## src/rtl/dmx_pkg.sv

```systemverilog
// Shared constants, types and helpers of the dual motor duty mixer.
package dmx_pkg;

    localparam int THROTTLE_RANGE     = 1000;
    localparam int TEMP_RAMP_SPAN     = 20;
    localparam int UNDERVOLT_MIN_SPAN = 1000;

    localparam int NUM_W = 32;                 // product / dividend width
    localparam int CNT_W = $clog2(NUM_W);

    localparam logic [15:0] RANGE_U    = 16'(THROTTLE_RANGE);
    localparam logic [16:0] RANGE2_U   = 17'(2 * THROTTLE_RANGE);
    localparam logic [15:0] UV_MIN_U   = 16'(UNDERVOLT_MIN_SPAN);
    localparam logic [15:0] TSPAN_U    = 16'(TEMP_RAMP_SPAN);

    // register indexes of the configuration port
    typedef enum logic [2:0] {
        CFG_PERIOD   = 3'd0,
        CFG_DEADTIME = 3'd1,
        CFG_TLIMIT   = 3'd2,
        CFG_VLIMIT   = 3'd3,
        CFG_STRETCH  = 3'd4,
        CFG_SPLIT    = 3'd5,
        CFG_FLAGS    = 3'd6
    } cfg_index_t;

    // split modes
    localparam logic [1:0] MODE_BOOST_FWD = 2'd1;
    localparam logic [1:0] MODE_BOOST_ALL = 2'd2;

    // request to the shared multiply-divide unit: a * b / den
    typedef struct packed {
        logic        start;
        logic [15:0] a;
        logic [15:0] b;
        logic [16:0] den;
    } map_req_t;

    typedef struct packed {
        logic        done;
        logic [16:0] quo;
    } map_rsp_t;

    function automatic logic signed [16:0] clamp_r(input logic signed [16:0] x);
        logic signed [16:0] r;
        r = $signed({1'b0, RANGE_U});
        if (x > r)
            return r;
        else if (x < -r)
            return -r;
        else
            return x;
    endfunction

    // magnitude limited to the throttle range
    function automatic logic [15:0] mag_r(input logic signed [16:0] x);
        logic signed [16:0] c;
        c = clamp_r(x);
        return (c < 0) ? 16'(-c) : 16'(c);
    endfunction

    function automatic logic [15:0] sat16(input logic [16:0] x);
        return x[16] ? 16'hFFFF : x[15:0];
    endfunction

endpackage

```

## src/rtl/dmx_if.sv

```systemverilog
// Channel interfaces: control tick in, leg duties out.
interface dmx_in_if;
    logic               valid;
    logic               ready;
    logic signed [10:0] throttle_one;
    logic signed [10:0] throttle_two;
    logic               armed_one;
    logic               armed_two;
    logic signed [8:0]  temperature_c;
    logic [15:0]        battery_voltage;
    logic [15:0]        current_duty_cap;
    logic [1:0]         mode_select;

    modport source (output valid, throttle_one, throttle_two, armed_one, armed_two,
                    temperature_c, battery_voltage, current_duty_cap, mode_select,
                    input ready);
    modport sink (input valid, throttle_one, throttle_two, armed_one, armed_two,
                  temperature_c, battery_voltage, current_duty_cap, mode_select,
                  output ready);
endinterface

interface dmx_out_if;
    logic        valid;
    logic        ready;
    logic        drive_enabled;
    logic [15:0] duty_common;
    logic [15:0] duty_leg_one;
    logic [15:0] duty_leg_two;
    logic        limit_active;
    logic        low_battery;

    modport source (output valid, drive_enabled, duty_common, duty_leg_one, duty_leg_two,
                    limit_active, low_battery, input ready);
    modport sink (input valid, drive_enabled, duty_common, duty_leg_one, duty_leg_two,
                  limit_active, low_battery, output ready);
endinterface

```

## src/rtl/dual_motor_three_leg_duty_mixer.sv

```systemverilog
// Top level: arming, mixing, duty limiting and three-leg split sequencer.
//
//  channel   dir  handshake        contents
//  items     in   valid/ready      throttles, arm flags, temperature, vbat, cap, mode
//  results   out  valid/ready      enable, three leg duties, limit and low-battery flags
//  cfg       in   cfg_we           cfg_index, cfg_data (16 bit)
//
// Each map goes through one shared multiply/divide unit.
// A disarmed tick takes no map, an armed tick takes 2 to 8 maps. items.ready is
// high only while the sequencer idles. A finished result sits in the output register;
// the next item may be taken while it waits. Reset clears the arm latch and loads
// register defaults.
module dual_motor_three_leg_duty_mixer (
    input  logic        clk,
    input  logic        rst_n,
    dmx_in_if.sink      items,
    dmx_out_if.source   results,
    input  logic        cfg_we,
    input  logic [2:0]  cfg_index,
    input  logic [15:0] cfg_data
);
    import dmx_pkg::*;

    typedef enum logic [11:0] {
        S_IDLE = 12'b000000000001,
        S_TEMP = 12'b000000000010,
        S_CUR  = 12'b000000000100,
        S_UV   = 12'b000000001000,
        S_P1   = 12'b000000010000,
        S_P2   = 12'b000000100000,
        S_CHK  = 12'b000001000000,
        S_SC1  = 12'b000010000000,
        S_SC2  = 12'b000100000000,
        S_MA   = 12'b001000000000,
        S_MB   = 12'b010000000000,
        S_FIN  = 12'b100000000000
    } state_t;

    // configuration
    logic [15:0] period_reg;
    logic [9:0]  dead_reg;
    logic [7:0]  tlim_reg;
    logic [15:0] vlim_reg;
    logic [15:0] stretch_reg;
    logic [1:0]  split_reg;
    logic [7:0]  flags_reg;

    // control
    state_t      state_reg, state_next;
    logic        armed_reg, armed_next;
    logic        issued_reg, issued_next;
    logic [1:0]  tries_reg, tries_next;
    logic        ovalid_reg, ovalid_next;

    // payload
    logic signed [16:0] v1_reg, v1_next, v2_reg, v2_next;
    logic signed [8:0]  temp_reg, temp_next;
    logic [15:0] vbat_reg, vbat_next, cap_reg, cap_next;
    logic [1:0]  mode_reg, mode_next;
    logic [15:0] dm_reg, dm_next;
    logic        limit_reg, limit_next, lowbat_reg, lowbat_next;
    logic [16:0] p1_reg, p1_next, p2_reg, p2_next, total_reg, total_next;
    logic [16:0] n1_reg, n1_next, q1_reg, q1_next, q2_reg, q2_next;
    logic        o_en_reg, o_en_next, o_lim_reg, o_lim_next, o_low_reg, o_low_next;
    logic [15:0] o_dc_reg, o_dc_next, o_d1_reg, o_d1_next, o_d2_reg, o_d2_next;

    map_req_t req;
    map_rsp_t rsp;

    dmx_muldiv u_muldiv (
        .clk   (clk),
        .rst_n (rst_n),
        .req   (req),
        .rsp   (rsp)
    );

    // ---------------- combinational helpers ----------------
    logic signed [16:0] t1, t2, a1v, a2v, l_sum, r_dif, sw1, sw2;
    logic               arm_in;
    logic               v1z, v2z, all_zero, same_sign, pos2, neg2, half_map;
    logic [15:0]        mid;
    logic [14:0]        half_p;
    logic signed [11:0] temp_s, tlim_s, tmax_s, tx_s;
    logic               temp_hot, uv_act;
    logic [15:0]        span;
    logic signed [17:0] uv_d;
    logic [16:0]        dead_dm;
    logic               cur_cut;
    logic [16:0]        dc17, d117, d217, pm;
    logic               map_state, map_active;

    assign t1 = 17'(items.throttle_one);
    assign t2 = 17'(items.throttle_two);

    always_comb
    begin
        arm_in = armed_reg;
        a1v    = '0;
        a2v    = '0;
        if (flags_reg[0])
        begin
            // tied: channel one wins
            if (items.armed_one)
            begin
                a1v = t1; a2v = t1; arm_in = 1'b1;
            end
            else if (items.armed_two)
            begin
                a1v = t2; a2v = t2; arm_in = 1'b1;
            end
            else
                arm_in = 1'b0;
        end
        else
        begin
            if (!armed_reg)
                arm_in = items.armed_one && items.armed_two &&
                         ((t1 == 0 && t2 == 0) || flags_reg[6]);
            else
                arm_in = items.armed_one && items.armed_two;
            if (arm_in)
            begin
                a1v = t1; a2v = t2;
            end
        end
    end

    assign l_sum = (flags_reg[1] && !flags_reg[0]) ? clamp_r(a1v + a2v) : a1v;
    assign r_dif = (flags_reg[1] && !flags_reg[0]) ? clamp_r(a1v - a2v) : a2v;
    assign sw1   = flags_reg[2] ? r_dif : l_sum;
    assign sw2   = flags_reg[2] ? l_sum : r_dif;

    assign v1z       = (v1_reg == 0);
    assign v2z       = (v2_reg == 0);
    assign all_zero  = v1z && v2z;
    assign same_sign = (!v1_reg[16] && !v2_reg[16]) || ((v1_reg[16] || v1z) &&
                       (v2_reg[16] || v2z));
    assign pos2      = (!v1_reg[16] && !v2_reg[16]);   // not both zero here
    assign neg2      = (v1_reg[16] || v1z) && (v2_reg[16] || v2z);
    assign half_map  = (mode_reg == MODE_BOOST_FWD) && same_sign;
    assign mid       = 16'((17'(dm_reg) + 17'd1) >> 1);
    assign half_p    = period_reg[15:1];

    assign temp_s   = 12'(temp_reg);
    assign tlim_s   = $signed({4'b0, tlim_reg});
    assign tmax_s   = tlim_s + $signed({1'b0, 11'(TSPAN_U)});
    assign tx_s     = ((temp_s > tmax_s) ? tmax_s : temp_s) - tlim_s;
    assign temp_hot = (tlim_reg != 8'd0) && (temp_s > tlim_s);

    assign uv_act = (vlim_reg != 16'd0) && (vbat_reg < vlim_reg);
    assign span   = (stretch_reg > UV_MIN_U) ? stretch_reg : UV_MIN_U;
    assign uv_d   = $signed({2'b0, vbat_reg}) - $signed({2'b0, vlim_reg}) +
                    $signed({2'b0, span});

    assign dead_dm = 17'(period_reg) - 17'(dead_reg);
    assign cur_cut = flags_reg[5] && (dm_reg > cap_reg);

    assign map_state  = (state_reg == S_TEMP) || (state_reg == S_UV) ||
                        (state_reg == S_P1) || (state_reg == S_P2) ||
                        (state_reg == S_SC1) || (state_reg == S_SC2) ||
                        (state_reg == S_MA) || (state_reg == S_MB);
    assign map_active = map_state &&
                        !(state_reg == S_TEMP && !temp_hot) &&
                        !(state_reg == S_UV && !uv_act) &&
                        !((state_reg == S_MA || state_reg == S_MB) && half_map &&
                          dm_reg == 16'd0);

    // operands of the shared unit
    always_comb
    begin
        req       = '0;
        req.start = map_active && !issued_reg;
        case (state_reg)
            S_TEMP:
            begin
                req.a   = 16'(tx_s);
                req.b   = (half_p == 15'd0) ? 16'd1 : 16'(half_p - 15'd1);
                req.den = 17'(TSPAN_U);
            end
            S_UV:
            begin
                req.a   = uv_d[17] ? 16'd0 : uv_d[15:0];
                req.b   = dm_reg;
                req.den = 17'(span);
            end
            S_P1:
            begin
                req.a = mag_r(v1_reg); req.b = dm_reg; req.den = 17'(RANGE_U);
            end
            S_P2:
            begin
                req.a = mag_r(v2_reg); req.b = dm_reg; req.den = 17'(RANGE_U);
            end
            S_SC1:
            begin
                req.a = p1_reg[15:0]; req.b = dm_reg; req.den = total_reg;
            end
            S_SC2:
            begin
                req.a = p2_reg[15:0]; req.b = dm_reg; req.den = total_reg;
            end
            S_MA, S_MB:
            begin
                if (half_map)
                begin
                    req.a   = (state_reg == S_MA) ? p1_reg[15:0] : p2_reg[15:0];
                    req.b   = mid;
                    req.den = 17'(dm_reg);
                end
                else
                begin
                    req.a   = 16'(((state_reg == S_MA) ? clamp_r(v1_reg) : clamp_r(v2_reg))
                              + $signed({1'b0, RANGE_U}));
                    req.b   = dm_reg;
                    req.den = RANGE2_U;
                end
            end
            default: ;
        endcase
    end

    // final leg composition
    always_comb
    begin
        pm   = (q1_reg < q2_reg) ? q1_reg : q2_reg;
        dc17 = '0;
        d117 = '0;
        d217 = '0;
        if (all_zero)
        begin
            dc17 = '0;
        end
        else if (mode_reg == MODE_BOOST_ALL)
        begin
            if (pos2)
            begin
                d117 = p1_reg; d217 = p2_reg;
            end
            else if (neg2)
            begin
                dc17 = 17'(dm_reg);
                d117 = 17'(dm_reg) - p1_reg;
                d217 = 17'(dm_reg) - p2_reg;
            end
            else if (v1_reg > v2_reg)
            begin
                dc17 = p2_reg; d117 = total_reg;
            end
            else
            begin
                dc17 = p1_reg; d217 = total_reg;
            end
        end
        else if (half_map)
        begin
            if (pos2)
            begin
                dc17 = 17'(mid) - pm;
                d117 = 17'(mid) + q1_reg;
                d217 = 17'(mid) + q2_reg;
            end
            else
            begin
                dc17 = 17'(mid) + pm;
                d117 = 17'(mid) - q1_reg;
                d217 = 17'(mid) - q2_reg;
            end
        end
        else
        begin
            dc17 = 17'(mid); d117 = q1_reg; d217 = q2_reg;
        end
    end

    // sequencer
    always_comb
    begin
        state_next  = state_reg;
        armed_next  = armed_reg;
        issued_next = issued_reg;
        tries_next  = tries_reg;
        ovalid_next = ovalid_reg;
        v1_next     = v1_reg;
        v2_next     = v2_reg;
        temp_next   = temp_reg;
        vbat_next   = vbat_reg;
        cap_next    = cap_reg;
        mode_next   = mode_reg;
        dm_next     = dm_reg;
        limit_next  = limit_reg;
        lowbat_next = lowbat_reg;
        p1_next     = p1_reg;
        p2_next     = p2_reg;
        total_next  = total_reg;
        n1_next     = n1_reg;
        q1_next     = q1_reg;
        q2_next     = q2_reg;
        o_en_next   = o_en_reg;
        o_lim_next  = o_lim_reg;
        o_low_next  = o_low_reg;
        o_dc_next   = o_dc_reg;
        o_d1_next   = o_d1_reg;
        o_d2_next   = o_d2_reg;

        if (results.valid && results.ready)
            ovalid_next = 1'b0;

        if (map_active)
        begin
            if (!issued_reg)
                issued_next = 1'b1;
            else if (rsp.done)
                issued_next = 1'b0;
        end

        unique case (state_reg)
            S_IDLE:
            begin
                if (items.valid)
                begin
                    armed_next  = arm_in;
                    v1_next     = flags_reg[3] ? -sw1 : sw1;
                    v2_next     = flags_reg[4] ? -sw2 : sw2;
                    temp_next   = items.temperature_c;
                    vbat_next   = items.battery_voltage;
                    cap_next    = items.current_duty_cap;
                    mode_next   = flags_reg[7] ? items.mode_select : split_reg;
                    dm_next     = dead_dm[16] ? 16'd0 : dead_dm[15:0];
                    limit_next  = 1'b0;
                    lowbat_next = 1'b0;
                    tries_next  = '0;
                    state_next  = arm_in ? S_TEMP : S_FIN;
                end
            end
            S_TEMP:
            begin
                if (!temp_hot)
                    state_next = S_CUR;
                else if (issued_reg && rsp.done)
                begin
                    dm_next    = (half_p == 15'd0) ? rsp.quo[15:0]
                                                   : 16'(17'(half_p) - rsp.quo);
                    limit_next = 1'b1;
                    state_next = S_CUR;
                end
            end
            S_CUR:
            begin
                if (cur_cut)
                begin
                    if (cap_reg < dm_reg - (dm_reg >> 3))
                        limit_next = 1'b1;
                    dm_next = cap_reg;
                end
                state_next = S_UV;
            end
            S_UV:
            begin
                if (!uv_act)
                    state_next = S_P1;
                else if (issued_reg && rsp.done)
                begin
                    dm_next     = rsp.quo[15:0];
                    lowbat_next = 1'b1;
                    state_next  = S_P1;
                end
            end
            S_P1:
            begin
                if (issued_reg && rsp.done)
                begin
                    p1_next    = rsp.quo;
                    state_next = S_P2;
                end
            end
            S_P2:
            begin
                if (issued_reg && rsp.done)
                begin
                    p2_next    = rsp.quo;
                    total_next = p1_reg + rsp.quo;
                    if (all_zero)
                        state_next = S_FIN;
                    else if (mode_reg == MODE_BOOST_ALL)
                        state_next = (pos2 || neg2) ? S_FIN : S_CHK;
                    else
                        state_next = S_MA;
                end
            end
            S_CHK:
            begin
                if (tries_reg < 2'd2 && total_reg > 17'(dm_reg))
                    state_next = S_SC1;
                else
                    state_next = S_FIN;
            end
            S_SC1:
            begin
                if (issued_reg && rsp.done)
                begin
                    n1_next    = rsp.quo;
                    state_next = S_SC2;
                end
            end
            S_SC2:
            begin
                if (issued_reg && rsp.done)
                begin
                    p1_next    = n1_reg;
                    p2_next    = rsp.quo;
                    total_next = n1_reg + rsp.quo;
                    tries_next = tries_reg + 2'd1;
                    state_next = S_CHK;
                end
            end
            S_MA:
            begin
                if (!map_active)
                begin
                    q1_next    = '0;
                    state_next = S_MB;
                end
                else if (issued_reg && rsp.done)
                begin
                    q1_next    = rsp.quo;
                    state_next = S_MB;
                end
            end
            S_MB:
            begin
                if (!map_active)
                begin
                    q2_next    = '0;
                    state_next = S_FIN;
                end
                else if (issued_reg && rsp.done)
                begin
                    q2_next    = rsp.quo;
                    state_next = S_FIN;
                end
            end
            S_FIN:
            begin
                // wait for the output register to free up
                if (!ovalid_reg || results.ready)
                begin
                    ovalid_next = 1'b1;
                    o_en_next   = armed_reg;
                    o_dc_next   = armed_reg ? sat16(dc17) : 16'd0;
                    o_d1_next   = armed_reg ? sat16(d117) : 16'd0;
                    o_d2_next   = armed_reg ? sat16(d217) : 16'd0;
                    o_lim_next  = armed_reg && limit_reg;
                    o_low_next  = armed_reg && lowbat_reg;
                    state_next  = S_IDLE;
                end
            end
            default: state_next = S_IDLE;
        endcase
    end

    always_ff @(posedge clk or negedge rst_n)
    begin
        if (!rst_n)
        begin
            state_reg   <= S_IDLE;
            armed_reg   <= 1'b0;
            issued_reg  <= 1'b0;
            tries_reg   <= '0;
            ovalid_reg  <= 1'b0;
            period_reg  <= 16'd2000;
            dead_reg    <= '0;
            tlim_reg    <= '0;
            vlim_reg    <= '0;
            stretch_reg <= '0;
            split_reg   <= '0;
            flags_reg   <= '0;
        end
        else
        begin
            state_reg  <= state_next;
            armed_reg  <= armed_next;
            issued_reg <= issued_next;
            tries_reg  <= tries_next;
            ovalid_reg <= ovalid_next;
            if (cfg_we)
            begin
                unique case (cfg_index)
                    CFG_PERIOD:   period_reg  <= cfg_data;
                    CFG_DEADTIME: dead_reg    <= cfg_data[9:0];
                    CFG_TLIMIT:   tlim_reg    <= cfg_data[7:0];
                    CFG_VLIMIT:   vlim_reg    <= cfg_data;
                    CFG_STRETCH:  stretch_reg <= cfg_data;
                    CFG_SPLIT:    split_reg   <= cfg_data[1:0];
                    CFG_FLAGS:    flags_reg   <= cfg_data[7:0];
                    default: ;
                endcase
            end
        end
    end

    always_ff @(posedge clk)
    begin
        v1_reg     <= v1_next;
        v2_reg     <= v2_next;
        temp_reg   <= temp_next;
        vbat_reg   <= vbat_next;
        cap_reg    <= cap_next;
        mode_reg   <= mode_next;
        dm_reg     <= dm_next;
        limit_reg  <= limit_next;
        lowbat_reg <= lowbat_next;
        p1_reg     <= p1_next;
        p2_reg     <= p2_next;
        total_reg  <= total_next;
        n1_reg     <= n1_next;
        q1_reg     <= q1_next;
        q2_reg     <= q2_next;
        o_en_reg   <= o_en_next;
        o_lim_reg  <= o_lim_next;
        o_low_reg  <= o_low_next;
        o_dc_reg   <= o_dc_next;
        o_d1_reg   <= o_d1_next;
        o_d2_reg   <= o_d2_next;
    end

    assign items.ready           = (state_reg == S_IDLE);
    assign results.valid         = ovalid_reg;
    assign results.drive_enabled = o_en_reg;
    assign results.duty_common   = o_dc_reg;
    assign results.duty_leg_one  = o_d1_reg;
    assign results.duty_leg_two  = o_d2_reg;
    assign results.limit_active  = o_lim_reg;
    assign results.low_battery   = o_low_reg;

endmodule

```

## src/rtl/dmx_muldiv.sv

```systemverilog
// Shared multiply then restoring divide unit, one quotient bit per cycle.
module dmx_muldiv (
    input  logic              clk,
    input  logic              rst_n,
    input  dmx_pkg::map_req_t req,
    output dmx_pkg::map_rsp_t rsp
);
    import dmx_pkg::*;

    typedef enum logic [3:0] {
        U_IDLE = 4'b0001,
        U_MUL  = 4'b0010,
        U_DIV  = 4'b0100,
        U_DONE = 4'b1000
    } ustate_t;

    ustate_t            state_reg;
    logic [CNT_W-1:0]   cnt_reg;
    logic [15:0]        a_reg;
    logic [15:0]        b_reg;
    logic [16:0]        den_reg;
    logic [NUM_W-1:0]   num_reg;
    logic [16:0]        rem_reg;
    logic [17:0]        rem_sh;
    logic               take;

    assign rem_sh = {rem_reg, num_reg[NUM_W-1]};
    assign take   = (rem_sh >= {1'b0, den_reg});

    always_ff @(posedge clk or negedge rst_n)
    begin
        if (!rst_n)
        begin
            state_reg <= U_IDLE;
            cnt_reg   <= '0;
        end
        else
        begin
            unique case (state_reg)
                U_IDLE:
                begin
                    if (req.start)
                        state_reg <= U_MUL;
                end
                U_MUL:
                begin
                    cnt_reg   <= '0;
                    state_reg <= U_DIV;
                end
                U_DIV:
                begin
                    cnt_reg <= cnt_reg + 1'b1;
                    if (cnt_reg == CNT_W'(NUM_W - 1))
                        state_reg <= U_DONE;
                end
                U_DONE:  state_reg <= U_IDLE;
                default: state_reg <= U_IDLE;
            endcase
        end
    end

    always_ff @(posedge clk)
    begin
        if (state_reg == U_IDLE && req.start)
        begin
            a_reg   <= req.a;
            b_reg   <= req.b;
            den_reg <= req.den;
        end
        if (state_reg == U_MUL)
        begin
            num_reg <= NUM_W'(a_reg * b_reg);
            rem_reg <= '0;
        end
        else if (state_reg == U_DIV)
        begin
            // quotient bits shift in where dividend bits leave
            num_reg <= {num_reg[NUM_W-2:0], take};
            rem_reg <= take ? 17'(rem_sh - {1'b0, den_reg}) : rem_sh[16:0];
        end
    end

    assign rsp.done = (state_reg == U_DONE);
    assign rsp.quo  = num_reg[16:0];

endmodule
```

## src/flat_wrapper.sv

```systemverilog
// flat-port wrapper written by rule: the top's interface ports become plain ports
module dual_motor_three_leg_duty_mixer_flat import dmx_pkg::*;
  (clk, rst_n, cfg_we, cfg_index, cfg_data, items_valid, items_throttle_one, items_throttle_two, items_armed_one, items_armed_two, items_temperature_c, items_battery_voltage, items_current_duty_cap, items_mode_select, items_ready, results_valid, results_drive_enabled, results_duty_common, results_duty_leg_one, results_duty_leg_two, results_limit_active, results_low_battery, results_ready);
  dmx_in_if items_i ();
  dmx_out_if results_i ();
  input  logic clk;
  input  logic rst_n;
  input  logic cfg_we;
  input  logic [2:0] cfg_index;
  input  logic [15:0] cfg_data;
  input wire logic [$bits(items_i.valid)-1:0] items_valid;
  input wire logic [$bits(items_i.throttle_one)-1:0] items_throttle_one;
  input wire logic [$bits(items_i.throttle_two)-1:0] items_throttle_two;
  input wire logic [$bits(items_i.armed_one)-1:0] items_armed_one;
  input wire logic [$bits(items_i.armed_two)-1:0] items_armed_two;
  input wire logic [$bits(items_i.temperature_c)-1:0] items_temperature_c;
  input wire logic [$bits(items_i.battery_voltage)-1:0] items_battery_voltage;
  input wire logic [$bits(items_i.current_duty_cap)-1:0] items_current_duty_cap;
  input wire logic [$bits(items_i.mode_select)-1:0] items_mode_select;
  output wire logic [$bits(items_i.ready)-1:0] items_ready;
  output wire logic [$bits(results_i.valid)-1:0] results_valid;
  output wire logic [$bits(results_i.drive_enabled)-1:0] results_drive_enabled;
  output wire logic [$bits(results_i.duty_common)-1:0] results_duty_common;
  output wire logic [$bits(results_i.duty_leg_one)-1:0] results_duty_leg_one;
  output wire logic [$bits(results_i.duty_leg_two)-1:0] results_duty_leg_two;
  output wire logic [$bits(results_i.limit_active)-1:0] results_limit_active;
  output wire logic [$bits(results_i.low_battery)-1:0] results_low_battery;
  input wire logic [$bits(results_i.ready)-1:0] results_ready;
  assign items_i.valid = items_valid;
  assign items_i.throttle_one = items_throttle_one;
  assign items_i.throttle_two = items_throttle_two;
  assign items_i.armed_one = items_armed_one;
  assign items_i.armed_two = items_armed_two;
  assign items_i.temperature_c = items_temperature_c;
  assign items_i.battery_voltage = items_battery_voltage;
  assign items_i.current_duty_cap = items_current_duty_cap;
  assign items_i.mode_select = items_mode_select;
  assign items_ready = items_i.ready;
  assign results_valid = results_i.valid;
  assign results_drive_enabled = results_i.drive_enabled;
  assign results_duty_common = results_i.duty_common;
  assign results_duty_leg_one = results_i.duty_leg_one;
  assign results_duty_leg_two = results_i.duty_leg_two;
  assign results_limit_active = results_i.limit_active;
  assign results_low_battery = results_i.low_battery;
  assign results_i.ready = results_ready;
  dual_motor_three_leg_duty_mixer u_core (.clk(clk), .rst_n(rst_n), .items(items_i), .results(results_i), .cfg_we(cfg_we), .cfg_index(cfg_index), .cfg_data(cfg_data));
endmodule
```

## config.mk

```make
export PLATFORM = sky130hd
export DESIGN_NAME = dual_motor_three_leg_duty_mixer_flat
export DESIGN_NICKNAME = d
export VERILOG_FILES = /design/src/rtl/dmx_pkg.sv /design/src/rtl/dmx_if.sv /design/src/rtl/dual_motor_three_leg_duty_mixer.sv /design/src/rtl/dmx_muldiv.sv /design/src/flat_wrapper.sv
export SDC_FILE = /design/constraint.sdc
export NUM_CORES = 2
export LEC_CHECK = 0
export BUFFER_PORTS_ARGS = -buffer_cell sky130_fd_sc_hd__buf_2
export CAP_MARGIN = 25
export CELL_PAD_IN_SITES_DETAIL_PLACEMENT = 0
export CELL_PAD_IN_SITES_GLOBAL_PLACEMENT = 1
export CORE_MARGIN = 4
export CORE_UTILIZATION = 51
export CTS_BUF_LIST = sky130_fd_sc_hd__clkbuf_8
export CTS_CLUSTER_SIZE = 14
export DETAILED_ROUTE_END_ITERATION = 10
export PLACE_DENSITY_LB_ADDON = 0.12
export SYNTH_ARGS = -nofsm -noshare
export SYNTH_HDL_FRONTEND = slang
export SYNTH_SLANG_ARGS = --single-unit
```

## constraint.sdc

```tcl
create_clock -name clk -period 8.4 [get_ports clk]
set_input_delay 2.1 -clock clk [delete_from_list [all_inputs] [get_ports clk]]
set_output_delay 2.1 -clock clk [all_outputs]
set_load 0.02 [all_outputs]
```

==> flow_metrics.py <==
metrics = {
    "status": {
        "outcome": "finished clean",
    },
    "synth": {
        "synth_compound_area_share_pct": 19.5,
        "ys.flop_type": "edfxtp_1",
        "synthDistinctLibCells": 109,
        "synth_top_family_by_area": "adder cells",
        "synth_edf_count": 329,
        "synthXorXnorAreaFrac_pct": 5.74,
        "ys_seq_area_share_pct": 28.2,
        "syn-cell-area_sq_um": 45300,
        "synth_fa_ha_area_share_pct": 21.0,
        "synthCells": 5097,
        "synth-simple-area-share_pct": 15.8,
        "ys_async_sr_fraction_pct": 22.8,
        "synth_warnings": 0,
        "synth_area_leader_cell": "edfxtp_1",
        "syn_avg_cell_area_sq_um": 8.88,
        "synthMuxAreaShare_pct": 3.31,
        "synth.area.top_cells": "edfxtp_1, ha_1, fa_1, dfrtp_1, inv_1",
        "ys_ff_latch": 448,
        "syn-num-nets": 5823,
        "synth.top_cell.area_share_pct": 21.8,
    },
    "global_routing": {
        "gr-usage-all-layers_pct": 34.5,
        "overflow": 0,
        "met1_usage_pct": 47.3,
        "antenna_found_initial": 13,
        "use_met2_pct": 52.1,
        "grt_pass1_vias": 38300,
        "grt_max_degree": 71,
        "busiest_layer": "met2",
        "grt_use_met3_pct": 6.29,
        "grt_pass1_wl_um": 244000,
    },
    "critical_path": {
        "r2r_cells": 22,
        "worst-path-stages": 22,
        "path_buf_inv": 3,
        "start_kind": "flip-flop",
        "cp_cell_sequence": "nand2_1, fa_1, inv_1, fa_1, ha_1, fa_1, inv_1, fa_1, fa_1, inv_1, ha_1, a2111oi_0, o21ai_0, a221oi_1, a2bb2oi_1, a211o_1, a31oi_1, a41oi_1, a21oi_1, a21oi_1, xnor2_1, o21ai_0",
        "cp.arrival_ps": 8330,
        "critical_path.max_stage_delay_ps": 760,
        "cp_top_family": "compound AO/OA/AOI/OAI gates",
        "cp_common_cell": "fa_1",
        "crit_fanout": 16,
        "critical_path_class": "reg2reg",
        "endpoint_kind": "flip-flop",
        "crit_path_top_delay_cell": "edfxtp_1",
        "required_ps": 8840,
    },
    "clock_tree": {
        "numCtsBuffers": 87,
        "cts_tree": "yes",
        "ctsRootBufferMaster": "clkbuf_8",
        "post_cts_buffers": 0,
        "clk_pin_slew_ps": 60,
        "cts_hold_buf": 0,
        "htreeDepth": 3,
        "cts_buffer_depth": 3,
        "numClockSinks": 448,
        "clk_latency_ps": 760,
        "ctsResizeCount": 0,
    },
    "route": {
        "finalWirelength_um": 165000,
        "via_per_inst": 6.18,
        "dr.pass1.iters": 7,
        "drc": 0,
        "antenna_left": 0,
        "via_count": 39900,
        "first_iter_violations": 4020,
        "wl_per_cell_um": 25.6,
    },
    "final_layout": {
        "drive_above_1_share_pct": 9.94,
        "fillers": 8225,
        "area_delta_synth_final_pct": 8.92,
        "seq_area_sq_um": 12800,
        "multi_input_area_sq_um": 29700,
        "largest_reg_flops": 32,
        "layout.nets": 5937,
        "fin_cells": 6455,
        "utilization_pct": 55.9,
    },
    "min_path": {
        "hold_depth": 2,
        "min_path_type": "reg2reg",
    },
    "sta": {
        "finalHoldViolCount": 0,
        "finalWorstSetupSlack_ps": 516,
        "setup_viol": 0,
        "fin_crit_sh_pct": 93.9,
        "tightest_slew_ps": 1160,
        "period_needed_ps": 7880,
        "slew_violations": 0,
        "finalSetupTns_ps": 0,
        "clock_skew_ps": 70.3,
        "max_slew_margin_pct": 22.4,
        "fmax_mhz": 127,
        "rsz0062_at_grt": "false",
    },
    "placement": {
        "place_ws_ps": 442,
        "place_inst": 6286,
        "gp_congestion": 0.993,
        "portBuffers": 143,
        "place_hpwl_um": 130000,
    },
    "floorplanning": {
        "fp-row-count": 109,
        "ioPinCount": 144,
        "initial_core_util_pct": 51.3,
        "dieArea_sq_um": 93600,
        "die_x_um": 306,
        "core_sq_um": 88200,
        "die_h_um": 306,
    },
    "power": {
        "swShare_pct": 50.9,
        "p_seq_share_pct": 16.7,
        "p_switching_mw": 10.7,
        "combPwrFrac_pct": 72.2,
        "p_per_area_nw_per_um2": 428,
        "clkPwrFrac_pct": 11.1,
        "ir_worst_vdd_uv": 995,
        "power.internal_mw": 10.4,
        "power_leakage_nw": 21.8,
    },
    "job": {
        "cap_violations": 0,
    },
}
-- kinds of logic (layout without fill, tap and decap cells) --
logic type      Yosys count  in the layout
compound gates         1313           1313
xor+xnor                296            296
fa+ha+maj               635            635
buf+inv                 770            957
flops                   448            448
mux                     138            138
other cells               0              6
simple gates           1497           1497
-- layout make-up --
class	instances	area share (%)
multi-input combinational	3879	60.3
sequential	448	25.9
inverter	563	4.29
tap	1165	2.96
timing repair buffer	232	2.85
clock buffer	100	2.79
clock inverter	62	0.901
antenna	6	0.0304
-- stage by stage --
step	area, sq um	total power [mW]	hold slack (ps)
floorplan	45300	14.4	423
global placement	47400	18.5	464
detailed placement	47500	18.5	481
CTS	49300	21.0	489
global route	49300	23.0	507
finish	49300	21.1	486
-- layer usage --
layer / share of wire [%] / up-vias
met5: 0.016 / -
met4: 6.1 / 4
met3: 8.7 / 364
met2: 43 / 1767
met1: 42 / 19400
li1: - / 18400
-- placed cells by master, fill, tap and decap left out, types with 49 or more instances in the layout --
| cell | instances |
|---|---|
| and2_1 | 130 |
| ha_1 | 427 |
| nor3_1 | 114 |
| clkbuf_8 | 100 |
| a21o_1 | 72 |
| fa_1 | 207 |
| buf_4 | 87 |
| xor2_1 | 104 |
| a21oi_1 | 267 |
| mux2_2 | 75 |
| o21ai_0 | 340 |
| nor2_1 | 298 |
| inv_1 | 589 |
| buf_2 | 142 |
| mux2i_1 | 61 |
| o21a_1 | 62 |
| dfrtp_1 | 94 |
| nand3_1 | 90 |
| a31oi_1 | 49 |
| xnor2_1 | 191 |
| edfxtp_1 | 329 |
| nand2_1 | 557 |
-- worst register-to-register path: cells and delay by family, from the launching register on --
kind | cells | cell delay (ps)
xor+xnor | 1 | 130
flops | 1 | 760
fa+ha+maj | 7 | 3070
buf+inv | 3 | 150
compound gates | 10 | 3300
simple gates | 1 | 180
-- power by group through the flow --
stage | logic (mW) | registers, mW | clock network [mW]
CTS | 15.2 | 3.50 | 2.38
global placement | 15.0 | 3.53 | 0
detailed placement | 15.0 | 3.54 | 0
global route | 16.9 | 3.55 | 2.48
finish | 15.2 | 3.52 | 2.33
floorplan | 11.1 | 3.31 | 0
-- path summary, 6_finish.rpt --
check                                                         startpoint                                  endpoint  slack [ps]
worst max-delay path                  u_core.u_muldiv.b_reg[6]$_DFFE_PP_     u_core.u_muldiv.num_reg[31]$_DFFE_PN_         520
worst min-delay path            u_core.u_muldiv.rem_reg[12]$_SDFFE_PP0P_  u_core.u_muldiv.rem_reg[12]$_SDFFE_PP0P_         490
max in group asynchronous                                          rst_n    u_core.u_muldiv.cnt_reg[0]$_DFFE_PN0N_        5600
min in group asynchronous                                          rst_n           u_core.split_reg[1]$_DFFE_PN0P_        1390
worst max register to register        u_core.u_muldiv.b_reg[6]$_DFFE_PP_     u_core.u_muldiv.num_reg[31]$_DFFE_PN_         520
worst min register to register  u_core.u_muldiv.rem_reg[12]$_SDFFE_PP0P_  u_core.u_muldiv.rem_reg[12]$_SDFFE_PP0P_         490
-- cell usage after synthesis (94+ instances only) --
| library cell | n |
|---|---|
| nand2_1 | 557 |
| nor3_1 | 116 |
| and2_1 | 130 |
| clkbuf_1 | 177 |
| xnor2_1 | 191 |
| edfxtp_1 | 329 |
| fa_1 | 207 |
| inv_1 | 559 |
| a21oi_1 | 272 |
| xor2_1 | 104 |
| ha_1 | 428 |
| nor2_1 | 299 |
| o21ai_0 | 340 |
| dfrtp_1 | 94 |
(Power assumes the default switching activity.)
